===== config.mk =====
export PLATFORM = sky130hd
export DESIGN_NAME = bia_csr
export DESIGN_NICKNAME = d
export VERILOG_FILES = /design/src/design/bitmap_id_allocator_unit_macros.svh /design/src/design/bia_pkg.sv /design/src/design/bia_csr.sv
export SDC_FILE = /design/constraint.sdc
export NUM_CORES = 1
export LEC_CHECK = 0
export BUFFER_PORTS_ARGS = -buffer_cell sky130_fd_sc_hd__clkbuf_2
export CAP_MARGIN = 10
export CORE_MARGIN = 2
export CORE_UTILIZATION = 35
export DETAILED_ROUTE_END_ITERATION = 12
export PLACE_DENSITY = 0.87
export SETUP_SLACK_MARGIN = 0.3
export SYNTH_ARGS = -nofsm -noshare
export SYNTH_HDL_FRONTEND = slang
export SYNTH_SLANG_ARGS = --single-unit

===== constraint.sdc =====
create_clock -name clock -period 2.1 [get_ports clock]
set_input_delay 0.105 -clock clock [delete_from_list [all_inputs] [get_ports clock]]
set_output_delay 0.105 -clock clock [all_outputs]
set_load 0.03 [all_outputs]

===== src/design/bitmap_id_allocator_unit_macros.svh =====
// assertion macros used by the bitmap id allocator controller, bia_ctrl
`ifndef BITMAP_ID_ALLOCATOR_UNIT_MACROS_SVH
`define BITMAP_ID_ALLOCATOR_UNIT_MACROS_SVH

// same-cycle implication, checked out of reset
`define BIA_ASSERT_IMPL(name, ante, cons) \
   name: assert property (@(posedge clock) disable iff (reset) (ante) |-> (cons)) \
      else $error("bitmap id allocator: assertion failed");

// next-cycle implication, checked out of reset
`define BIA_ASSERT_NEXT(name, ante, cons) \
   name: assert property (@(posedge clock) disable iff (reset) (ante) |=> (cons)) \
      else $error("bitmap id allocator: assertion failed");

`endif


===== src/design/bia_pkg.sv =====
// types and constants shared by the bitmap id allocator modules
package bia_pkg;

   localparam int LANES  = 8;   // bitmap bytes per memory word
   localparam int LANE_W = 3;
   localparam int SIZE_W = 13;  // width of bytes_in_use and of the size in effect
   localparam int CAP_W  = 16;
   localparam int WCNT_W = 11;  // word counter, holds one past the last word
   localparam int WIDX_W = 10;  // word number of a byte within the size in effect

   localparam logic [SIZE_W-1:0] BYTES_IN_USE_RESET = 13'd4096;
   localparam logic [0:0]        REG_BYTES_IN_USE   = 1'b0;

   localparam logic [1:0] OP_ALLOC   = 2'd0;
   localparam logic [1:0] OP_RELEASE = 2'd1;
   localparam logic [1:0] OP_LOAD    = 2'd2;
   localparam logic [1:0] OP_SET     = 2'd3;

   localparam logic [2:0] ST_OK           = 3'd0;
   localparam logic [2:0] ST_OVER_CAP     = 3'd1;
   localparam logic [2:0] ST_NO_FREE      = 3'd2;
   localparam logic [2:0] ST_ALREADY_FREE = 3'd3;
   localparam logic [2:0] ST_RANGE        = 3'd4;

   typedef logic [LANES-1:0][7:0] mem_word_type;

   typedef struct packed {
      logic [SIZE_W-1:0] size;
      logic [CAP_W-1:0]  cap;
   } cfg_type;

   typedef struct packed {
      logic              rd_en;
      logic              wr_en;
      logic [LANE_W-1:0] wr_lane;
      logic [7:0]        wr_byte;
   } mem_cmd_type;

endpackage


===== src/design/bia_csr.sv =====
// configuration register block: bytes_in_use and the derived size and capacity
module bia_csr
   import bia_pkg::*;
#(
   parameter int BITMAP_BYTES = 4096
) (
   input  logic        clock,
   input  logic        reset,
   input  logic        csr_psel,
   input  logic        csr_penable,
   input  logic        csr_pwrite,
   input  logic [2:0]  csr_paddr,
   input  logic [31:0] csr_pwdata,
   output logic [31:0] csr_prdata,
   output logic        csr_pready,
   output cfg_type     cfg
);

   logic [SIZE_W-1:0] bytes_ff;
   logic [SIZE_W-1:0] bytes_in;
   logic              reg_hit;

   assign reg_hit = (csr_paddr[2:2] == REG_BYTES_IN_USE);

   always_comb begin
      bytes_in = bytes_ff;
      if (csr_psel && csr_penable && csr_pwrite && reg_hit) begin
         bytes_in = csr_pwdata[SIZE_W-1:0];
      end
   end

   always_ff @(posedge clock) begin
      if (reset) begin
         bytes_ff <= BYTES_IN_USE_RESET;
      end else begin
         bytes_ff <= bytes_in;
      end
   end

   // size saturates at the store depth
   always_comb begin
      if (32'(bytes_ff) > BITMAP_BYTES) begin
         cfg.size = SIZE_W'(BITMAP_BYTES);
      end else begin
         cfg.size = bytes_ff;
      end
      cfg.cap = {cfg.size, 3'b000};
   end

   assign csr_prdata = reg_hit ? 32'(bytes_ff) : 32'd0;
   assign csr_pready = 1'b1;

endmodule


==> results.md, run 1 <==
- TritonCTS built the clock tree.
- For this run, the number of standard cells in the final layout without fillers is 194.
- At the worst endpoint, the required time is 2.00 ns.
- For this run, design rule violations remaining after detail routing come to 6.
- The instance count after placement with tap cells included is 190.
- The count of hold-fix buffers inserted at cts is 0.
- The die covers 3450 um2.
- Global routing consumed, over all layers together, 10.8% of the routing resources.
- The cell count after synthesis is 123.
- Summed over all cells, the static leakage comes to 0.587 nW.
- The largest registers in the layout are bytes_ff x13.
- The worst ir drop on vdd is 0.131 mV.
- For this design, the sink count on the clock tree is 13.
- The share of layout cells above drive strength 1 is 39.9%.
- The flip-flop count of the largest register after layout is 13.
- The slew at the pin with the worst max-slew slack is 0.541 ns.
- The maximum number of pins on one net before global-route repair is 27.
- The starting utilization of the core area is 37.4%.
- The final critical path takes up 70.1% of the cycle.
- The overall power after layout is 0.535 mW.
- The final RePlAce weighted congestion is 0.637.
- The startpoint type of the worst setup path is a flop.
- The tool flagged a number of max-cap violations equal to 0.
- The post-CTS clock slew at the launch and capture registers of the worst setup and hold paths is 0.08 ns.
- The detail route stage leaves a number of antenna-violating nets equal to 0.
- The number of pins exceeding their max-slew limit in the final report is 0.
- The checks that failed: DRC.
- In this run the core area contains 19 standard-cell rows.
- The cell area power density is 458 nW/um2.
- The count of antenna diodes in the layout is 0.
- After the last flow step, the layout net total stands at 204.
- Setup violations remaining at the end of the flow were counted as 0.
- The number of global-route vias before repair was 642.
- The routed design could run at a clock period as short as 1.47 ns.
- The boundary pin count is 102.
- Port buffering added 57 buffers.
- The area share of the largest cell type after synthesis is 25.7%.
- The largest total area in the synthesized netlist belongs to buf_4.
- The routed length per placed instance is 9.75 um.
- For this run, the register share of the synthesized area comes to 24.8%.
- Counting the buffers created by CTS gives 3.
- Global routing finished with a remaining overflow of 0.
- CTS built an H-tree with a depth of 1.
- The first detailed-routing pass ran for 8 iterations.
- The via count of the routed design is 780.
- Traced cell by cell, the critical path runs through and2b_2 -> clkbuf_2.
- The clock passes through at most 2 buffers.
- The via density per instance is 4.02.
- The count of synthesis-stage warnings from yosys is 0.
- Averaged over all synthesized cells, the footprint is 8.53 um2.
- In this run the worst path has a maximum fanout of 16.
- The count of buffers added by post-CTS timing repair for setup is 0.
- Counting flops and latches in the post-synthesis netlist gives 13.
- At the worst endpoint, the arrival time is 1.37 ns.
- The tightest hold path in the finished design has a slack of 0.0626 ns.
- The number of DRC violations after detailed-routing iteration 0 is 27.
- The largest stage delay on the critical path is 0.67 ns.
- The count of endpoints failing hold in the final timing report was 0.
- The classification of the worst-slack hold path is primary input to flop.
- The total length of routed wires is 1.89 mm.
- The number of fill cells is 302.
- Ranked by total cell area, the synthesized netlist is headed by buf_4 (26%), dfxtp_1 (25%), nand2b_1 (14%).
- Clock latency on the worst-skew pair, taken at its later pin, is 0.27 ns.
- The count of different cell masters after synthesis is 12.
- STA classifies the critical path endpoint as an output pin.
- The detailed-placement wirelength estimate is 1.49 mm.
- The total of cells resized after clock tree synthesis is 0.
- The register name with the most flops is bytes_ff.
- The count of buffering cells on the critical path with inverters included is 1.
- The die is 58.8 um tall.
- The max-slew headroom at the worst pin is 63.9%.
- Setup repair after global routing left no endpoint under its margin.
- The peak clock frequency supported by timing is 679 MHz.
- Setup total negative slack on the finished layout was measured at 0 ns.
- The initial antenna violation count is 0.
- The flow ran to the end, but the final reports show violations.
- The cell with the largest stage delay on the worst path is dfxtp_1.
- The cell sitting at the root of the clock tree is a clkbuf_4.
- Summing every instance area after synthesis gives 1050 um2.
- In this run the standard cell core region covers 2810 um2.
- The critical path's top delay family is flip-flops.
- The wire length of the first global-routing pass is 2.79 mm.
- The die is 58.8 um wide.
- The kind of critical path is flop to output pin.
- For the final database, setup skew stands at 0 ns.
- The growth of design area from synthesis to finish is 11.2%.
-- logic make-up (layout without fill, tap and decap cells) --
family	count (synthesis)	after routing	synth area share (%)
buf+inv	43	62	30.5
flops	13	13	24.8
mux	13	13	12.4
other cells	2	23	0.715
simple gates	52	52	31.6
-- through the flow --
step	setup slack [ns]	area [um2]	util, %
2_1_floorplan	0.711	1130	-
3_3_place_gp	0.679	1140	40.6
3_5_place_dp	0.666	1140	40.6
4_1_cts	0.591	1170	41.6
5_1_grt	0.541	1170	41.6
6_report	0.627	1170	41.6
-- power by group --
group | internal, mW | switching, mW | leakage [nW]
sequential | 0.252 | 0.00483 | 0.105
clock | 0.0705 | 0.0840 | 0.0177
combinational | 0.0348 | 0.0889 | 0.464
total | 0.357 | 0.178 | 0.587
-- synthesized netlist by cell type --
| library cell | number |
|---|---|
| buf_4 | 36 |
| nand2b_1 | 24 |
| nor2b_1 | 22 |
| dfxtp_1 | 13 |
| mux2i_1 | 13 |
| clkbuf_1 | 5 |
| and2b_2 | 3 |
| conb_1 | 2 |
| nor2_1 | 2 |
| and4b_1 | 1 |
| buf_12 | 1 |
| buf_6 | 1 |
-- worst register-to-register path, cell delays in order (launching register included) --
cell	delay (ns)
dfxtp_1	0.67
nor2_1	0.10
mux2i_1	0.14
-- cell type report --
| type | count | area [um2] | area share (%) |
|---|---|---|---|
| Sequential cell | 13 | 260 | 22.3 |
| Clock buffer | 3 | 22.5 | 1.93 |
| Clock inverter | 1 | 5.00 | 0.429 |
| Timing Repair Buffer | 58 | 293 | 25.1 |
| Tap cell | 31 | 38.8 | 3.32 |
| Multi-Input combinational cell | 88 | 548 | 46.9 |
-- path summary, 6_finish.rpt --
check,startpoint,endpoint,slack [ns],cells past startpoint
min,csr_pwdata[0],bytes_ff[0],0.06,3
max,bytes_ff[12],csr_prdata[12],0.63,2
min reg2reg,bytes_ff[3],bytes_ff[3],0.48,2
max reg2reg,bytes_ff[12],bytes_ff[12],1.13,2
-- placed cells by master, fill, tap and decap left out --
master	count
and4b_1	1
conb_1	23
nor2b_1	22
clkbuf_4	3
buf_4	1
mux2i_1	13
nand2b_1	24
and2b_2	3
nor2_1	2
clkbuf_2	57
clkinv_2	1
dfxtp_1	13
-- routing by layer --
layer  vias to the layer above  GRT usage [%]  routed length, um
li1                        399              -                  -
met1                       344           11.6                738
met2                        35           19.4               1010
met3                         2           1.98                121
met4                         0           6.82                 27
met5                         -              0                  0
Note: power is estimated with default switching activity, not from simulation.
==> run 2, diff against run 1 <==
--- a/config.mk
+++ b/config.mk
@@ -5,12 +5,13 @@
 export SDC_FILE = /design/constraint.sdc
 export NUM_CORES = 1
 export LEC_CHECK = 0
+export ABC_AREA = 1
 export BUFFER_PORTS_ARGS = -buffer_cell sky130_fd_sc_hd__clkbuf_2
 export CAP_MARGIN = 10
 export CORE_MARGIN = 2
-export CORE_UTILIZATION = 35
+export CORE_UTILIZATION = 32
 export DETAILED_ROUTE_END_ITERATION = 12
-export PLACE_DENSITY = 0.87
+export PLACE_DENSITY = 0.85
 export SETUP_SLACK_MARGIN = 0.3
 export SYNTH_ARGS = -nofsm -noshare
 export SYNTH_HDL_FRONTEND = slang
==> constraint.sdc (replaced) <==
create_clock -name clock -period 1.3 [get_ports clock]
set_input_delay 0.065 -clock clock [delete_from_list [all_inputs] [get_ports clock]]
set_output_delay 0.065 -clock clock [all_outputs]
set_load 0.03 [all_outputs]
==> run 2 against run 1 <==
The flow finishes with violations (setup timing); cell count up 33%; non-clock buffer count up 24; largest power group is now combinational logic; first-iteration DRC count rose to 4.3 times the previous value; routed wire length rose to 2.8 times the previous value; setup slack worse by 1.0 ns; critical endpoint is now cfg[6]; clock-buffer cell count up 1; global-route usage up 9.4 points.
==> results.md, run 2 <==
- The detailed-placement wirelength estimate is 1.73 mm (+16%).
- The number of optimization iterations in the first detailed-route pass is 4 (-4).
- The largest fanout on the critical path is 4 (-12).
- The number of DRC violations after detailed-routing iteration 0 is 115 (+330%).
- The internal power consumption is 0.801 mW (+120%).
- The total core area is 3050 um2 (+8.8%).
- The checks that failed: setup timing.
- The number of fill cells was 183 (-39%).
- The switching power came to 0.592 mW (+230%).
- The number of global-route vias before repair is 1,036 (+61%).
- The critical path goes through nor2_1 -> nand2_1 -> nor2_4 -> nand2_4 -> clkbuf_16 -> a21oi_4 -> buf_6.
- The latest clock arrival within the worst-skew pair is 0.28 ns (about the same).
- The number of standard-cell rows in the floorplan was 20 (+1).
- The count of synthesis-stage warnings from yosys came to 0 (unchanged).
- The area share of the largest cell type after synthesis was 26.9% (+1.2 points).
- The tightest hold margin is 0.0512 ns (-0.0114 ns).
- The xor-xnor portion of the synthesized cell area is 0% (unchanged).
- The die span in x was 60.8 um (+3.5%).
- The height of the chip came to 60.8 um (+3.5%).
- The data arrival at the endpoint of the critical path is 1.63 ns (+0.26 ns).
- STA classifies the critical path endpoint as an output pin.
- From synthesis to final layout, the design area changed by 101%.
- The post-layout utilization of the core is 67.8% (+26 points).
- The total of endpoints with negative setup slack in the final report was 24 (+24).
- STA classifies the critical path startpoint as a flop.
- The quantity of I/O buffers inserted on ports is 57 (unchanged).
- The largest stage delay on the critical path came to 0.34 ns (-0.33 ns).
- The share of synthesized cell area in and, or, nand and nor gates is 21.1% (-10 points).
- Among all cell types in the netlist, the one instantiated most often is nor2_1.
- The boundary pin count is 102 (unchanged).
- The cell with the largest stage delay on the worst path is dfxtp_2.
- Among cell families on the critical path, the largest total delay comes from simple AND/OR/NAND/NOR gates.
- The total CTS buffers came to 3 (unchanged).
- The number of storage elements in the synthesis netlist came to 13 (unchanged).
- The via density per instance is 4.97 (+24%).
- The kind of critical path is flop to output pin.
- The classification of the worst-slack hold path is primary input to flop.
- The adder-cell area share of the yosys netlist is 0% (unchanged).
- The count of unresolved DRC violations after routing is 0 (-6).
- Based on the critical path, the design can be clocked at up to 589 MHz.
- The netlist area before placement was 1030 um2 (-1.7%).
- The period utilization is 131%.
- By count the netlist is led by nor2_1 (42), buf_4 (37), dfxtp_1 (13).
- The final sum of negative setup slack is -8.84 ns (-8.84 ns).
- The post-synthesis compound-gate area fraction is 16.7% (+17 points).
- The fraction of registers with async set or reset after synthesis was 0% (unchanged).
- The post-route worst setup slack is -0.397 ns (-1.02 ns).
- The leakage component of the power came to 0.921 nW (+57%).
- The overall power after layout came to 1.39 mW (+160%).
- The worst-case clock skew came to 0 ns (unchanged).
- The flip-flop count of the largest register after layout was 13 (unchanged).
- The starting utilization of the core area is 33.8% (-3.6 points).
- The largest registers in the layout are bytes_ff x13.
- The combinational cell fraction of total power is 50.6% (+28 points).
- The TritonCTS clock tree is built.
- The count of buffering cells on the critical path with inverters included was 2 (+1).
- The wire length of the first global-routing pass is 5.33 mm (+91%).
- The number of synthesized flops with an enable pin came to 0 (unchanged).
- The number of max-cap violations is 0 (unchanged).
- The number of pins exceeding their max-slew limit in the final report was 0 (unchanged).
- The overall die area is 3700 um2 (+7.0%).
- The average size of a mapped cell came to 6.88 um2 (-19%).
- The count of different cell masters after synthesis is 21 (+9).
- The final antenna-violating net count was 0 (unchanged).
- The maximum buffer depth of the clock tree is 2 (unchanged).
- The global-route usage over all layers came to 20.2% (+9.4 points).
- By area the synthesized netlist is led by buf_4 (27%), dfxtp_1 (25%), nor2_1 (15%).
- The reg2reg setup slack is 0.29 ns (-0.84 ns).
- The net count of the finished layout came to 255 (+25%).
- The CTS sink count is 13 (unchanged).
- The dominant combinational cell family by area after synthesis is buffers and inverters.
- The share of synthesized area occupied by flip-flops and latches is 25.2% (+0.42 points).
- The worst endpoint required time is 1.24 ns (-0.76 ns).
- The count of endpoints failing hold in the final timing report came to 0 (unchanged).
- The power share of the clock group is 18.7% (-10 points).
- The cell area power density is 673 nW/um2 (+47%).
- The flow ran to the end, but the final reports show violations.
- The worst ir drop on vdd is 0.320 mV (+140%).
- The number of levels the H-tree was split into was 1 (unchanged).
- The initial antenna violation count is 0 (unchanged).
- The fraction of power consumed by sequential logic came to 30.6% (-17 points).
- The via count of the routed design is 1,283 (+64%).
- The register name with the most flops is bytes_ff.
- The share of layout cells above drive strength 1 was 66.8% (+27 points).
- The most instantiated flip-flop cell in the synthesis netlist is dfxtp_1.
- The synthesized design spends more area on one cell type than any other, namely buf_4.
- The count of antenna diodes in the layout is 0 (unchanged).
- The post-CTS clock slew at the launch and capture registers of the worst setup and hold paths is 0.08 ns (about the same).
- The maximum number of pins on one net before global-route repair is 15 (-44%).
- The leading cell type in the layout, fill and taps excluded is nor2_1.
- The switching part of the total power came to 42.5% (+9.3 points).
- The multiplexer area fraction after synthesis is 0% (-12 points).
- The routed length per placed instance is 20.3 um (+110%).
- After layout, the minimum clock period comes to 1.70 ns.
- Setup repair after global routing could not meet its margin everywhere.
- The cell count after synthesis was 150 (+22%).
- The total grt overflow is 0 (unchanged).
- The total length of routed wires is 5.25 mm (+180%).
- The final RePlAce weighted congestion is 0.694 (+9.0%).
- In the layout the commonest cells are nor2_1 (28), buf_6 (27), conb_1 (23), clkbuf_2 (18), buf_8 (16).
- The CTS root buffer is clkbuf_4.
- The setup slack at placement is -0.00511 ns (-0.671 ns).
==> run 2: cell count changes after synthesis, moves of 2 or more <==
| cell | previous run | this run |
|---|---|---|
| o21ai_1 | 0 | 10 |
| inv_1 | 0 | 12 |
| inv_2 | 0 | 3 |
| nand2_1 | 0 | 5 |
| o21ai_0 | 0 | 2 |
| nor2_1 | 2 | 42 |
| mux2i_1 | 13 | 0 |
| clkbuf_1 | 5 | 2 |
| and2b_2 | 3 | 0 |
| a21oi_1 | 0 | 2 |
| buf_2 | 0 | 2 |
| a21oi_2 | 0 | 9 |
| nand2b_1 | 24 | 0 |
| nor2b_1 | 22 | 0 |
==> run 2: worst register-to-register path: cells and delay by family (launching register included) <==
family / cells / cell delay (ns)
buf+inv: 4 / 0.42
flops: 1 / 0.34
compound gates: 1 / 0.16
==> run 2: metal layers <==
| layer | global-route usage, % | share of wire (%) |
|---|---|---|
| met1 | 22.9 | 37 |
| met2 | 33.5 | 45 |
| met3 | 4.69 | 14 |
| met4 | 14.0 | 4.4 |
| met5 | 0 | 0 |
==> run 2: stage by stage <==
step / cell area (um2) / instances
2_1_floorplan: 1230 / 171
3_3_place_gp: 1330 / 242
3_5_place_dp: 1330 / 242
4_1_cts: 1790 / 250
5_1_grt: 2070 / 258
6_report: 2070 / 258
==> run 2: layout make-up <==
class,instances,area (um2),share of cell area [%]
sequential,13,282,13.6
timing repair buffer,82,945,45.6
clock buffer,4,26.3,1.27
inverter,15,96.3,4.65
tap,44,55.1,2.66
multi-input combinational,100,667,32.2
==> run 2: cell families (layout without fill, tap and decap cells) <==
| group | count (synthesis) | in the layout |
|---|---|---|
| buffers and inverters | 58 | 101 |
| and+or+nand+nor | 52 | 52 |
| AOI/OAI and AO/OA | 25 | 25 |
| DFF | 13 | 13 |
| other | 2 | 23 |
==> run 2: worst paths after layout <==
check / from / end / cells after the start
max reg2reg: bytes_ff[12] / bytes_ff[12] / 5
min reg2reg: bytes_ff[6] / bytes_ff[6] / 2
min: csr_pwdata[12] / bytes_ff[12] / 3
max: bytes_ff[1] / cfg[6] / 7
==> run 2: repair_timing <==
item / 4_1_cts / 5_1_grt
pin swaps: 3 / 14
setup endpoints to repair: 39 / 39
hold buffers: 0 / 0
gates resized for setup: 111 / 82
cloned: 0 / 1
buffers inserted: 4 / 7
==> run 2: power by group through the flow <==
stage / clock [mW] / combinational, mW / sequential, mW
finish: 0.261 / 0.705 / 0.427
global route: 0.283 / 0.720 / 0.427
CTS: 0.247 / 0.539 / 0.424
detailed placement: 0 / 0.454 / 0.429
global placement: 0 / 0.449 / 0.429
floorplan: 0 / 0.423 / 0.430
