[config.mk]
export PLATFORM = sky130hd
export DESIGN_NAME = bia_ctrl
export DESIGN_NICKNAME = d
export VERILOG_FILES = /design/src/design/bia_pkg.sv /design/src/design/bia_ctrl.sv
export VERILOG_INCLUDE_DIRS = /design/src /design/src/design
export SDC_FILE = /design/constraint.sdc
export NUM_CORES = 1
export LEC_CHECK = 0
export BUFFER_PORTS_ARGS = -buffer_cell sky130_fd_sc_hd__buf_2
export CAP_MARGIN = 15
export CORE_MARGIN = 2
export CORE_UTILIZATION = 50
export CTS_BUF_LIST = sky130_fd_sc_hd__clkbuf_4
export DETAILED_ROUTE_END_ITERATION = 12
export PLACE_DENSITY = 0.72
export REMOVE_ABC_BUFFERS = 1
export SLEW_MARGIN = 20
export SYNTH_ARGS = -nofsm -noshare
export SYNTH_HDL_FRONTEND = slang
export SYNTH_SLANG_ARGS = --single-unit
[constraint.sdc]
create_clock -name clock -period 7 [get_ports clock]
set_clock_uncertainty 0.15 [all_clocks]
set_input_delay 1.4 -clock clock [delete_from_list [all_inputs] [get_ports clock]]
set_output_delay 1.4 -clock clock [all_outputs]
set_load 0.05 [all_outputs]
[src/design/bitmap_id_allocator_unit_macros.svh]
// assertion macros used by the bitmap id allocator controller, bia_ctrl
`ifndef BITMAP_ID_ALLOCATOR_UNIT_MACROS_SVH
`define BITMAP_ID_ALLOCATOR_UNIT_MACROS_SVH

// same-cycle implication, checked out of reset
`define BIA_ASSERT_IMPL(name, ante, cons) \
   name: assert property (@(posedge clock) disable iff (reset) (ante) |-> (cons)) \
      else $error("bitmap id allocator: assertion failed");

// next-cycle implication, checked out of reset
`define BIA_ASSERT_NEXT(name, ante, cons) \
   name: assert property (@(posedge clock) disable iff (reset) (ante) |=> (cons)) \
      else $error("bitmap id allocator: assertion failed");

`endif

[src/design/bia_pkg.sv]
// types and constants shared by the bitmap id allocator modules
package bia_pkg;

   localparam int LANES  = 8;   // bitmap bytes per memory word
   localparam int LANE_W = 3;
   localparam int SIZE_W = 13;  // width of bytes_in_use and of the size in effect
   localparam int CAP_W  = 16;
   localparam int WCNT_W = 11;  // word counter, holds one past the last word
   localparam int WIDX_W = 10;  // word number of a byte within the size in effect

   localparam logic [SIZE_W-1:0] BYTES_IN_USE_RESET = 13'd4096;
   localparam logic [0:0]        REG_BYTES_IN_USE   = 1'b0;

   localparam logic [1:0] OP_ALLOC   = 2'd0;
   localparam logic [1:0] OP_RELEASE = 2'd1;
   localparam logic [1:0] OP_LOAD    = 2'd2;
   localparam logic [1:0] OP_SET     = 2'd3;

   localparam logic [2:0] ST_OK           = 3'd0;
   localparam logic [2:0] ST_OVER_CAP     = 3'd1;
   localparam logic [2:0] ST_NO_FREE      = 3'd2;
   localparam logic [2:0] ST_ALREADY_FREE = 3'd3;
   localparam logic [2:0] ST_RANGE        = 3'd4;

   typedef logic [LANES-1:0][7:0] mem_word_type;

   typedef struct packed {
      logic [SIZE_W-1:0] size;
      logic [CAP_W-1:0]  cap;
   } cfg_type;

   typedef struct packed {
      logic              rd_en;
      logic              wr_en;
      logic [LANE_W-1:0] wr_lane;
      logic [7:0]        wr_byte;
   } mem_cmd_type;

endpackage

[src/design/bia_ctrl.sv]
// operation sequencer: read-modify-write of the bitmap store, byte load, free count set, word scan, result register
`include "bitmap_id_allocator_unit_macros.svh"
module bia_ctrl
   import bia_pkg::*;
#(
   parameter int BITMAP_BYTES = 4096,
   parameter int AW           = 9
) (
   input  logic          clock,
   input  logic          reset,
   input  cfg_type       cfg,
   input  logic          req_valid,
   output logic          req_stall,
   input  logic [1:0]    req_operation,
   input  logic [14:0]   req_index,
   input  logic [15:0]   req_value,
   output logic          rsp_valid,
   input  logic          rsp_stall,
   output logic [14:0]   rsp_allocated_id,
   output logic [2:0]    rsp_status,
   output logic [15:0]   rsp_free_now,
   output mem_cmd_type   mem_cmd,
   output logic [AW-1:0] mem_rd_addr,
   output logic [AW-1:0] mem_wr_addr,
   input  mem_word_type  mem_rd_data
);

   localparam logic [2:0] S_IDLE  = 3'd0;
   localparam logic [2:0] S_EXEC  = 3'd1;
   localparam logic [2:0] S_SCAN  = 3'd2;
   localparam logic [2:0] S_RWAIT = 3'd3;
   localparam logic [2:0] S_WB    = 3'd4;
   localparam logic [2:0] S_DONE  = 3'd5;

   logic [2:0]        state_ff, state_in;
   logic [1:0]        op_ff, op_in;
   logic [14:0]       idx_ff, idx_in;
   logic [15:0]       val_ff, val_in;
   logic [CAP_W-1:0]  free_ff, free_in;
   logic [WCNT_W-1:0] issue_ff, issue_in;
   logic [WCNT_W-1:0] chk_ff, chk_in;
   logic              pend_ff, pend_in;
   logic [LANE_W-1:0] hit_lane_ff, hit_lane_in;
   logic [7:0]        hit_byte_ff, hit_byte_in;
   logic [14:0]       res_id_ff, res_id_in;
   logic [2:0]        res_status_ff, res_status_in;
   logic              rsp_valid_ff, rsp_valid_in;
   logic [14:0]       rsp_id_ff, rsp_id_in;
   logic [2:0]        rsp_status_ff, rsp_status_in;
   logic [15:0]       rsp_free_ff, rsp_free_in;

   logic [SIZE_W-1:0] size_less1;
   logic [WIDX_W-1:0] last_word;
   logic [WCNT_W-1:0] last_word_ext;
   logic [CAP_W:0]    free_inc;
   logic [LANES-1:0]  lane_ok;
   logic [LANE_W-1:0] hit_lane;
   logic [LANE_W-1:0] hit_bit;
   logic [7:0]        sel_byte;
   logic [7:0]        rel_byte;
   logic              found;

   assign size_less1    = cfg.size - SIZE_W'(1);
   assign last_word     = size_less1[SIZE_W-1:LANE_W];
   assign last_word_ext = {1'b0, last_word};
   assign free_inc      = {1'b0, free_ff} + 17'd1;
   assign rel_byte      = mem_rd_data[idx_ff[5:3]];

   // lowest non-empty byte inside the size, then its lowest set bit
   always_comb begin
      lane_ok  = '0;
      hit_lane = '0;
      hit_bit  = '0;
      for (int l = 0; l < LANES; l++) begin
         lane_ok[l] = ({chk_ff[WIDX_W-1:0], LANE_W'(l)} < cfg.size) &&
                      (mem_rd_data[l] != 8'd0);
      end
      for (int l = LANES - 1; l >= 0; l--) begin
         if (lane_ok[l]) begin
            hit_lane = LANE_W'(l);
         end
      end
      found    = pend_ff && (lane_ok != '0);
      sel_byte = mem_rd_data[hit_lane];
      for (int b = 7; b >= 0; b--) begin
         if (sel_byte[b]) begin
            hit_bit = LANE_W'(b);
         end
      end
   end

   always_comb begin
      state_in      = state_ff;
      op_in         = op_ff;
      idx_in        = idx_ff;
      val_in        = val_ff;
      free_in       = free_ff;
      issue_in      = issue_ff;
      chk_in        = chk_ff;
      pend_in       = 1'b0;
      hit_lane_in   = hit_lane_ff;
      hit_byte_in   = hit_byte_ff;
      res_id_in     = res_id_ff;
      res_status_in = res_status_ff;
      rsp_valid_in  = rsp_valid_ff && rsp_stall;
      rsp_id_in     = rsp_id_ff;
      rsp_status_in = rsp_status_ff;
      rsp_free_in   = rsp_free_ff;
      mem_cmd       = '0;
      mem_rd_addr   = '0;
      mem_wr_addr   = '0;

      case (state_ff)
         S_IDLE: begin
            if (req_valid) begin
               op_in    = req_operation;
               idx_in   = req_index;
               val_in   = req_value;
               state_in = S_EXEC;
            end
         end
         S_EXEC: begin
            res_status_in = ST_OK;
            res_id_in     = '0;
            state_in      = S_DONE;
            case (op_ff)
               OP_ALLOC: begin
                  if (free_ff > cfg.cap) begin
                     res_status_in = ST_OVER_CAP;
                  end else if (cfg.size == '0) begin
                     res_status_in = ST_NO_FREE;
                  end else begin
                     mem_cmd.rd_en = 1'b1;
                     mem_rd_addr   = '0;
                     issue_in      = WCNT_W'(1);
                     chk_in        = '0;
                     pend_in       = 1'b1;
                     state_in      = S_SCAN;
                  end
               end
               OP_RELEASE: begin
                  if (free_inc > {1'b0, cfg.cap}) begin
                     res_status_in = ST_OVER_CAP;
                  end else if ({1'b0, idx_ff[14:3]} >= cfg.size) begin
                     res_status_in = ST_RANGE;
                  end else begin
                     mem_cmd.rd_en = 1'b1;
                     mem_rd_addr   = AW'(idx_ff[14:6]);
                     state_in      = S_RWAIT;
                  end
               end
               OP_LOAD: begin
                  if (32'(idx_ff) >= BITMAP_BYTES) begin
                     res_status_in = ST_RANGE;
                  end else begin
                     mem_cmd.wr_en   = 1'b1;
                     mem_cmd.wr_lane = idx_ff[2:0];
                     mem_cmd.wr_byte = val_ff[7:0];
                     mem_wr_addr     = AW'(idx_ff[14:3]);
                  end
               end
               default: begin
                  free_in = val_ff;
                  if (val_ff > cfg.cap) begin
                     res_status_in = ST_OVER_CAP;
                  end
               end
            endcase
         end
         S_SCAN: begin
            // reads stream one word a cycle; data lags the issue counter by one
            if (found) begin
               hit_lane_in = hit_lane;
               hit_byte_in = sel_byte & ~(8'd1 << hit_bit);
               res_id_in   = 15'({chk_ff[WIDX_W-1:0], hit_lane, hit_bit});
               state_in    = S_WB;
            end else if (pend_ff && (chk_ff == last_word_ext)) begin
               res_status_in = ST_NO_FREE;
               state_in      = S_DONE;
            end else if (issue_ff <= last_word_ext) begin
               mem_cmd.rd_en = 1'b1;
               mem_rd_addr   = AW'(issue_ff);
               chk_in        = issue_ff;
               pend_in       = 1'b1;
               issue_in      = issue_ff + WCNT_W'(1);
            end
         end
         S_RWAIT: begin
            if (rel_byte[idx_ff[2:0]]) begin
               res_status_in = ST_ALREADY_FREE;
            end else begin
               mem_cmd.wr_en   = 1'b1;
               mem_cmd.wr_lane = idx_ff[5:3];
               mem_cmd.wr_byte = rel_byte | (8'd1 << idx_ff[2:0]);
               mem_wr_addr     = AW'(idx_ff[14:6]);
               free_in         = free_inc[CAP_W-1:0];
            end
            state_in = S_DONE;
         end
         S_WB: begin
            mem_cmd.wr_en   = 1'b1;
            mem_cmd.wr_lane = hit_lane_ff;
            mem_cmd.wr_byte = hit_byte_ff;
            mem_wr_addr     = AW'(chk_ff);
            if (free_ff != '0) begin
               free_in = free_ff - CAP_W'(1);
            end
            state_in = S_DONE;
         end
         S_DONE: begin
            if (!rsp_valid_ff || !rsp_stall) begin
               rsp_valid_in  = 1'b1;
               rsp_id_in     = res_id_ff;
               rsp_status_in = res_status_ff;
               rsp_free_in   = free_ff;
               state_in      = S_IDLE;
            end
         end
         default: begin
            state_in = S_IDLE;
         end
      endcase
   end

   always_ff @(posedge clock) begin
      if (reset) begin
         state_ff     <= S_IDLE;
         free_ff      <= '0;
         pend_ff      <= 1'b0;
         rsp_valid_ff <= 1'b0;
      end else begin
         state_ff     <= state_in;
         free_ff      <= free_in;
         pend_ff      <= pend_in;
         rsp_valid_ff <= rsp_valid_in;
      end
   end

   always_ff @(posedge clock) begin
      op_ff         <= op_in;
      idx_ff        <= idx_in;
      val_ff        <= val_in;
      issue_ff      <= issue_in;
      chk_ff        <= chk_in;
      hit_lane_ff   <= hit_lane_in;
      hit_byte_ff   <= hit_byte_in;
      res_id_ff     <= res_id_in;
      res_status_ff <= res_status_in;
      rsp_id_ff     <= rsp_id_in;
      rsp_status_ff <= rsp_status_in;
      rsp_free_ff   <= rsp_free_in;
   end

   assign req_stall        = (state_ff != S_IDLE);
   assign rsp_valid        = rsp_valid_ff;
   assign rsp_allocated_id = rsp_id_ff;
   assign rsp_status       = rsp_status_ff;
   assign rsp_free_now     = rsp_free_ff;

   `BIA_ASSERT_NEXT(a_idle_free_hold, state_ff == S_IDLE, free_ff == $past(free_ff))
   `BIA_ASSERT_NEXT(a_rsp_only_from_done, state_ff != S_DONE && !rsp_valid_ff, !rsp_valid_ff)
   `BIA_ASSERT_IMPL(a_scan_in_range, state_ff == S_SCAN && mem_cmd.rd_en, issue_ff <= last_word_ext)
   `BIA_ASSERT_NEXT(a_alloc_count, state_ff == S_WB, free_ff == $past(free_ff) - 16'd1 || $past(free_ff) == 16'd0)

endmodule

==> results of run 1 <==
## final timing paths
kind                                                  from                       endpoint  slack, ps  cells after the start
worst max-delay path               free_ff[0]$_SDFFE_PP0P_                    mem_cmd[12]        540                     17
worst min-delay path            res_id_ff[3]$_SDFFCE_PN0P_  rsp_allocated_id[3]$_DFFE_PP_        280                      0
worst max register to register         idx_ff[3]$_DFFE_PP_     res_status_ff[1]$_DFFE_PP_       2340                      8
worst min register to register  res_id_ff[3]$_SDFFCE_PN0P_  rsp_allocated_id[3]$_DFFE_PP_        280                      0
## metal layers
| metal | vias up | track usage [%] | wire [um] |
|---|---|---|---|
| met5 | - | 0 | 0 |
| met4 | 0 | 7.71 | 694 |
| met3 | 45 | 4.85 | 2390 |
| met2 | 455 | 46.8 | 14900 |
| met1 | 4356 | 39.8 | 13700 |
| li1 | 4335 | - | - |
## sequential cells by signal, indices dropped and copies added, names as in the netlist, 2 cells and up
name	count
rsp_free_now	16
rsp_allocated_id	15
rsp_status	3
state_ff	3
issue_ff	11
op_ff	2
hit_lane_ff	3
res_id_ff	15
hit_byte_ff	8
free_ff	16
val_ff	16
idx_ff	15
chk_ff	11
res_status_ff	3
## power groups by stage
stage | clock network [mW] | logic [mW] | registers, mW
after global placement | 0 | 1.34 | 1.32
after floorplan | 0 | 0.927 | 1.31
final | 0.499 | 1.39 | 1.31
after CTS | 0.510 | 1.36 | 1.30
after global routing | 0.542 | 1.52 | 1.33
after detailed placement | 0 | 1.36 | 1.32
## cell usage in the layout (no fill, tap or decap), drive strengths merged, types with 8 or more instances in the layout
| cell | count |
|---|---|
| a221oi | 9 |
| nand2 | 92 |
| nor2b | 11 |
| inv | 51 |
| nor2 | 79 |
| nor4 | 25 |
| a22oi | 25 |
| nand3 | 27 |
| o211ai | 8 |
| clkbuf | 19 |
| or3 | 8 |
| edfxtp | 118 |
| o21a | 17 |
| nor3 | 19 |
| a22o | 11 |
| and3 | 16 |
| a21oi | 60 |
| a31oi | 15 |
| o21ai | 56 |
| a21o | 11 |
| and2 | 26 |
| o22ai | 8 |
| ha | 85 |
| nand2b | 9 |
| nand4 | 13 |
| dfxtp | 21 |
| xnor2 | 24 |
| mux2i | 16 |
| xor2 | 22 |
| a211oi | 16 |
| mux4 | 17 |
| buf | 206 |
## repair_timing
item                                    in CTS  in global routing
gates resized for setup                      0                  2
endpoints found under the setup margin       0                 10
buffers inserted                             0                  0
## layout make-up
type / instances / area, um2 / area share [%]
well taps: 270 / 338 / 2.86
inverters: 48 / 183 / 1.54
flip-flops and latches: 139 / 3970 / 33.5
clock inverters: 13 / 120 / 1.02
clock buffers: 19 / 143 / 1.21
repair buffers: 206 / 1080 / 9.10
multi-input cells: 807 / 6000 / 50.7
diodes: 1 / 2.50 / 0.0212
## metrics by stage
stage,util (%),cell area [um2],setup WS (ps),hold WS (ps),std cells
after floorplan,-,10100,596,250,994
final,58.3,11800,537,282,1503
after global routing,58.3,11800,83.4,295,1503
after global placement,56.8,11500,758,250,1469
after CTS,58.1,11800,417,281,1501
after detailed placement,56.8,11500,613,255,1469
## cell families after synthesis
group / count (synthesis) / synth area share (%)
AO/OA/AOI/OAI: 276 / 18.5
XOR/XNOR: 46 / 3.96
adder cells (fa/ha/maj): 85 / 10.3
buffers and inverters: 105 / 4.22
flip-flops: 139 / 38.2
multiplexers: 39 / 5.89
other: 1 / 0.0362
AND/OR/NAND/NOR: 360 / 18.9
==> reports/results.ini, run 1 <==
[timing]
post-route-period-util_pct = 92.3
fmax_ghz = 0.155
grt_setup_unrepaired = false
tns_ps = 0
post-route-min-period_ps = 6460
finalHoldViolCount = 0
setup_violations = 0
worst_slew_pin_slew_ps = 1030
finalMaxSlewViolations = 0
slew_headroom_pct = 31.0

[critical_path]
arrival_ps = 4910
crit_top_cell = and3_1
start_kind = flip-flop
crit_chain = ha_1, and3_1, and3_1, and3_1, and3_1, xor2_1, ha_1, a2111oi_0, o211ai_1, o21ai_0, a21oi_1, nor3_1, and3_1, nor2_1, or2_2, o21ai_0, buf_2
max_stage_delay_ps = 460
crit_path_end_kind = primary output
crit_family = simple AND/OR/NAND/NOR gates
path_class = flip-flop to primary output
crit_buf_inv = 1
cp_max_fo = 10
critical_path_required_ps = 5450
slowest_stage = dfxtp_2

[clocking]
cts_buffer_depth = 2
numCtsBuffers = 17
hold_buffers = 0
clk_pin_slew_ps = 120
clkLatencyLatePin_ps = 560
clock_sinks = 139
clock-root-buffer = clkbuf_4
tritoncts = done
cts_max_level = 4

[power]
powerDensity_mw_per_mm2 = 270
p_sw_mw = 1.41
power_frac_comb_pct = 43.5
pwr-share-seq_pct = 40.9
total_power_mw = 3.20
peakVddDrop_mv = 0.126
pwr-share-clk_pct = 15.6
intPower_mw = 1.79
p_sw_share_pct = 43.9
p_leak_nw = 4.90

[die]
start_util_pct = 51.1
ioPinCount = 197
die_x_um = 148
coreArea_mm2 = 0.0203
die_area_mm2 = 0.0219
rows = 52
die_h_um = 148

[layout]
fillCellCount = 1841
nets = 1434
area_growth_pct = 14.1
drive_gt1_share_pct = 25.2

[global_route]
antenna_found_initial = 1
grt_max_degree = 34
overflow = 0
grt_pass1_vias = 8669
grt_first_pass_wirelength_um = 48400
grt_use_total_pct = 28.7

[synth]
synth-edff-count = 118
yosysMostFrequentCell = edfxtp_1
ys_top_cells_by_area = edfxtp_1 34%, ha_1 10%, dfxtp_1 4.1%
syn_inst = 1051
synthFlopType = edfxtp_1
async_reset_ff_share_pct = 0
yosysWarningCount = 0
ys_ff_latch = 139
yosysUniqueCellTypes = 94
synth_area_mm2 = 0.0104
synthTopCellsByCount = 118 x edfxtp_1, 90 x nand2_1, 85 x ha_1
synth.yosys.seq_area_share_pct = 38.2
synth_area_leader_cell = edfxtp_1
avgSynthCellArea_um2 = 9.86
synth.top_cell.area_share_pct = 34.2

[route]
wl_per_cell_um = 21.1
drt_iter0_drc = 799
drt-pass1-iter-count = 6
drtAntennaViolNets = 0
totalWireLength_um = 31700
drcViolationCount = 0
viasPerCell = 6.12
vias = 9191

[flow_run]
maxCapViolCount = 0

[place]
gp_congestion = 0.933
port_buffers = 196
post-dp-hpwl_um = 24600

[run_status]
run_status = complete, no violations

[min_path]
hold_path_class = flip-flop to flip-flop

Note: power is estimated with default switching activity, not from simulation.
==> run 2, diff against run 1 <==
--- a/config.mk
+++ b/config.mk
@@ -13,7 +13,6 @@
 export CTS_BUF_LIST = sky130_fd_sc_hd__clkbuf_4
 export DETAILED_ROUTE_END_ITERATION = 12
 export PLACE_DENSITY = 0.72
-export REMOVE_ABC_BUFFERS = 1
 export SLEW_MARGIN = 20
 export SYNTH_ARGS = -nofsm -noshare
 export SYNTH_HDL_FRONTEND = slang
==> run 2 against run 1 <==
Compared with the run above: power rose by 0.58%; via count is essentially flat; clock power rose by 3%; critical path type unchanged; highest routed layer unchanged.
==> reports/results.ini, run 2 (synthesis gave the netlist of run 1 again) <==
[run_status]
run_status = complete, no violations

[critical_path]
start_kind = flip-flop
path_class = flip-flop to primary output
critical_path_required_ps = 5450
rr_endpoint = hit_byte_ff[7]$_DFFE_PP_
rr_worst_depth = 13
r2r_slack_ps = 2420
crit_path_end_kind = primary output
cp_max_fo = 9
worstReg2RegStart = chk_ff[5]$_SDFFCE_PN0P_
arrival_ps = 5020

[timing]
finalMaxSlewViolations = 0
worst_slew_pin_slew_ps = 1040
grt_setup_unrepaired = false
fin_ws_ps = 428
finalHoldViolCount = 0
tns_ps = 0
setup_violations = 0
post-route-min-period_ps = 6570
fmax_ghz = 0.152
post-route-period-util_pct = 93.9
slew_headroom_pct = 30.4

[place]
dpl_cell_area_mm2 = 0.0115
post-dp-hpwl_um = 24100
post-place-ws_ps = 639
gp_congestion = 0.942
port_buffers = 196

[route]
totalWireLength_um = 31200
viasPerCell = 6.12
drcViolationCount = 0
drt-pass1-iter-count = 6
vias = 9199
drtAntennaViolNets = 0
wl_per_cell_um = 20.8
drt_iter0_drc = 1143

[clocking]
cts_buffer_depth = 2
clock_sinks = 139
tritoncts = done
postCtsSetupBuffers = 0
cts_max_level = 4
clkLatencyLatePin_ps = 590
numCtsBuffers = 17
clock-root-buffer = clkbuf_4
clk_pin_slew_ps = 140

[power]
intPower_mw = 1.79
power_frac_comb_pct = 43.8
pwr-share-clk_pct = 16.0
p_leak_nw = 4.89
powerDensity_mw_per_mm2 = 272
pwr-share-seq_pct = 40.2
p_sw_share_pct = 44.5
total_power_mw = 3.22
peakVddDrop_mv = 0.132
p_sw_mw = 1.43

[synth]
synth_fp_nets = 1266

[die]
coreArea_mm2 = 0.0203
rows = 52
start_util_pct = 51.1
die_area_mm2 = 0.0219
die_x_um = 148
die_h_um = 148
ioPinCount = 197

[global_route]
grt_use_total_pct = 28.4
grt_first_pass_wirelength_um = 48000
antenna_found_initial = 0
grt_pass1_vias = 8654
overflow = 0
grt_max_degree = 35

[min_path]
whs_endpoint = rsp_allocated_id[1]$_DFFE_PP_
holdCritStartpoint = res_id_ff[1]$_SDFFCE_PN0P_
hold_path_depth = 0
hold_path_class = flip-flop to flip-flop

[layout]
fillCellCount = 1827
drive_gt1_share_pct = 25.0
most-common-layout-cells = 196 x buf_2, 118 x edfxtp_1, 90 x nand2_1, 85 x ha_1, 73 x nor2_1
layout_commonest_cell = buf_2
nets = 1435
finish.instance_area_mm2 = 0.0118
area_growth_pct = 14.1

[flow_run]
maxCapViolCount = 0

==> run 2: cell type report <==
class / count / area [um2] / area share (%)
clock inverters: 14 / 121 / 1.03
diodes: 1 / 2.50 / 0.0212
multi-input cells: 807 / 6000 / 50.7
repair buffers: 207 / 1080 / 9.16
flip-flops and latches: 139 / 3960 / 33.5
inverters: 48 / 183 / 1.54
well taps: 270 / 338 / 2.86
clock buffers: 18 / 135 / 1.14
==> run 2: per-stage QoR <==
step / util, % / cells / hold slack, ps
6_report: 58.3 / 1504 / 251
5_1_grt: 58.2 / 1503 / 262
4_1_cts: 58.1 / 1502 / 257
2_1_floorplan: - / 1051 / 250
3_5_place_dp: 56.8 / 1470 / 255
3_3_place_gp: 56.8 / 1470 / 252
==> run 2: worst max-delay path by stage <==
| stage | startpoint | end | depth (start not counted) |
|---|---|---|---|
| 6_report | free_ff[1]$_SDFFE_PP0P_ | mem_rd_addr[3] | 16 |
| 3_5_place_dp | cfg[18] | mem_rd_addr[3] | 14 |
| 3_3_place_gp | cfg[18] | mem_rd_addr[6] | 14 |
| 5_1_grt | free_ff[1]$_SDFFE_PP0P_ | mem_rd_addr[5] | 16 |
| 4_1_cts | free_ff[1]$_SDFFE_PP0P_ | mem_rd_addr[3] | 16 |
| 2_1_floorplan | cfg[18] | mem_cmd[12] | 12 |
==> run 2: power groups by stage <==
stage / registers, mW / clock network [mW] / logic (mW)
after CTS: 1.29 / 0.521 / 1.39
after detailed placement: 1.31 / 0 / 1.38
after global placement: 1.31 / 0 / 1.37
after floorplan: 1.26 / 0 / 1.01
after global routing: 1.32 / 0.554 / 1.53
final: 1.29 / 0.515 / 1.41
==> run 2: layer usage <==
layer,global-route usage (%),wire length [um]
met5,0,0
met4,8.38,773
met3,5.28,2880
met2,45.8,14200
met1,39.3,13400
==> run 2: timing repair <==
item	4_1_cts	5_1_grt
gates resized for setup	0	1
hold buffers	0	0
setup endpoints to repair	0	9
==> run 2: critical path, stage by stage (launching register included) <==
cell and delay, ps:
dfxtp_1 520, ha_1 290, and3_1 220, and3_1 300, and3_1 280, and3_1 250
xor2_1 160, ha_1 280, a2111oi_0 410, o211ai_1 170, o21ai_0 180, a21oi_1 90
nor3_1 230, and3_1 210, nor2b_2 400, a22o_1 200, buf_2 260
==> run 3, diff against run 2 <==
--- a/config.mk
+++ b/config.mk
@@ -8,7 +8,7 @@
 export LEC_CHECK = 0
 export BUFFER_PORTS_ARGS = -buffer_cell sky130_fd_sc_hd__buf_2
 export CAP_MARGIN = 15
-export CORE_MARGIN = 2
+export CORE_MARGIN = 4
 export CORE_UTILIZATION = 50
 export CTS_BUF_LIST = sky130_fd_sc_hd__clkbuf_4
 export DETAILED_ROUTE_END_ITERATION = 12
==> run 3 against run 2 <==
Compared with the run above: flip-flop and latch count unchanged; register-to-register slack gained 90 ps; combinational power barely moved; cell area is 0.35% higher; core utilization grew 0.20 points; critical path depth unchanged; hold slack better by 32 ps.
==> reports/results.ini, run 3 (synthesis gave the netlist of run 1 again) <==
[run_status]
run_status = complete, no violations

[critical_path]
crit_top_cell = and3_1
crit_buf_inv = 1
crit_path_end_kind = primary output
crit_chain = and3_1, and3_1, and3_1, and3_1, xor2_1, ha_1, a2111oi_0, o211ai_1, o21ai_0, a21oi_1, nor3_1, and3_1, nor2_1, or2_2, o21ai_0, buf_2
crit_family = simple AND/OR/NAND/NOR gates
max_stage_delay_ps = 570
critical_path_required_ps = 5450
cp_max_fo = 11
start_kind = flip-flop
path_class = flip-flop to primary output
slowest_stage = dfxtp_1
arrival_ps = 5040

[power]
powerDensity_mw_per_mm2 = 276
p_leak_nw = 4.93
peakVddDrop_mv = 0.126

[global_route]
grt_pass1_vias = 8817
grt_first_pass_wirelength_um = 49100
overflow = 0
grt_max_degree = 35
antenna_found_initial = 1
grt_use_total_pct = 26.6

[clocking]
clock-root-buffer = clkbuf_4
clkLatencyLatePin_ps = 570
clk_pin_slew_ps = 120
cts_max_level = 4
postCtsSetupBuffers = 0
clock_sinks = 139
numCtsBuffers = 17
cts_buffer_depth = 2
hold_buffers = 0
tritoncts = done

[die]
rows = 52
ioPinCount = 197
die_x_um = 152
coreArea_mm2 = 0.0203
start_util_pct = 51.1
die_area_mm2 = 0.0231
die_h_um = 152

[layout]
nets = 1436
most-common-layout-cells = 196 x buf_2, 118 x edfxtp_1, 90 x nand2_1, 85 x ha_1, 73 x nor2_1
layout_commonest_cell = buf_2
drive_gt1_share_pct = 25.2
area_growth_pct = 14.5

[timing]
fin_ws_ps = 408
worst_slew_pin_slew_ps = 1050
grt_setup_unrepaired = false
fmax_ghz = 0.152
post-route-min-period_ps = 6590
slew_headroom_pct = 29.7
finalHoldViolCount = 0
setup_violations = 0
post-route-period-util_pct = 94.2
finalMaxSlewViolations = 0
tns_ps = 0

[route]
drtAntennaViolNets = 0
viasPerCell = 6.08
vias = 9149
drcViolationCount = 0
totalWireLength_um = 31500
drt-pass1-iter-count = 6
wl_per_cell_um = 20.9
drt_iter0_drc = 915

[place]
post-place-ws_ps = 654
port_buffers = 196
post-dp-hpwl_um = 24300
gp_congestion = 0.958

[min_path]
hold_path_class = flip-flop to flip-flop

[flow_run]
maxCapViolCount = 0

[synth]
synth_fp_nets = 1266

[run 3: final timing paths]
check | slack (ps) | start | depth (start not counted) | endpoint
hold / removal | 280 | res_id_ff[12]$_SDFFCE_PN0P_ | 0 | rsp_allocated_id[12]$_DFFE_PP_
setup / recovery | 410 | free_ff[2]$_SDFFE_PP0P_ | 16 | mem_cmd[12]
setup reg to reg | 2510 | chk_ff[4]$_SDFFCE_PN0P_ | 13 | hit_byte_ff[5]$_DFFE_PP_
hold reg to reg | 280 | res_id_ff[12]$_SDFFCE_PN0P_ | 0 | rsp_allocated_id[12]$_DFFE_PP_
[run 3: final cells by class]
class / count / area [um2]
multi-input combinational: 807 / 6000
sequential: 139 / 3960
antenna: 1 / 2.50
clock buffer: 20 / 150
timing repair buffer: 208 / 1090
inverter: 48 / 183
clock inverter: 12 / 140
fill: 1854 / 8430
tap: 270 / 338
[run 3: timing repair]
| action | in CTS | in global routing |
|---|---|---|
| endpoints found under the hold margin | 0 | 0 |
| resized for setup | 0 | 1 |
| setup endpoints to repair | 0 | 9 |
[run 3: stage by stage]
stage                     hold WS, ps  power (mW)  instances  util, %  instance area [um2]
after floorplan                   250        2.27       1051        -                10400
after global placement            251        2.68       1471     56.9                11500
after detailed placement          255        2.69       1471     56.9                11500
after CTS                         285        3.25       1503     58.3                11800
after global routing              281        3.46       1505     58.5                11900
final                             283        3.27       1505     58.5                11900
[run 3: per-layer routing]
layer | up-vias | track usage (%) | routed length, um
met2 | 489 | 42.4 | 14500
met4 | 0 | 7.66 | 597
li1 | 4335 | - | -
met3 | 44 | 4.41 | 2700
met5 | - | 0 | 0
met1 | 4281 | 37.8 | 13700
[run 3: power by group]
group / leakage [nW] / switching (mW) / internal [mW]
clock: 0.162 / 0.333 / 0.229
combinational: 3.49 / 0.903 / 0.516
sequential: 1.28 / 0.197 / 1.09
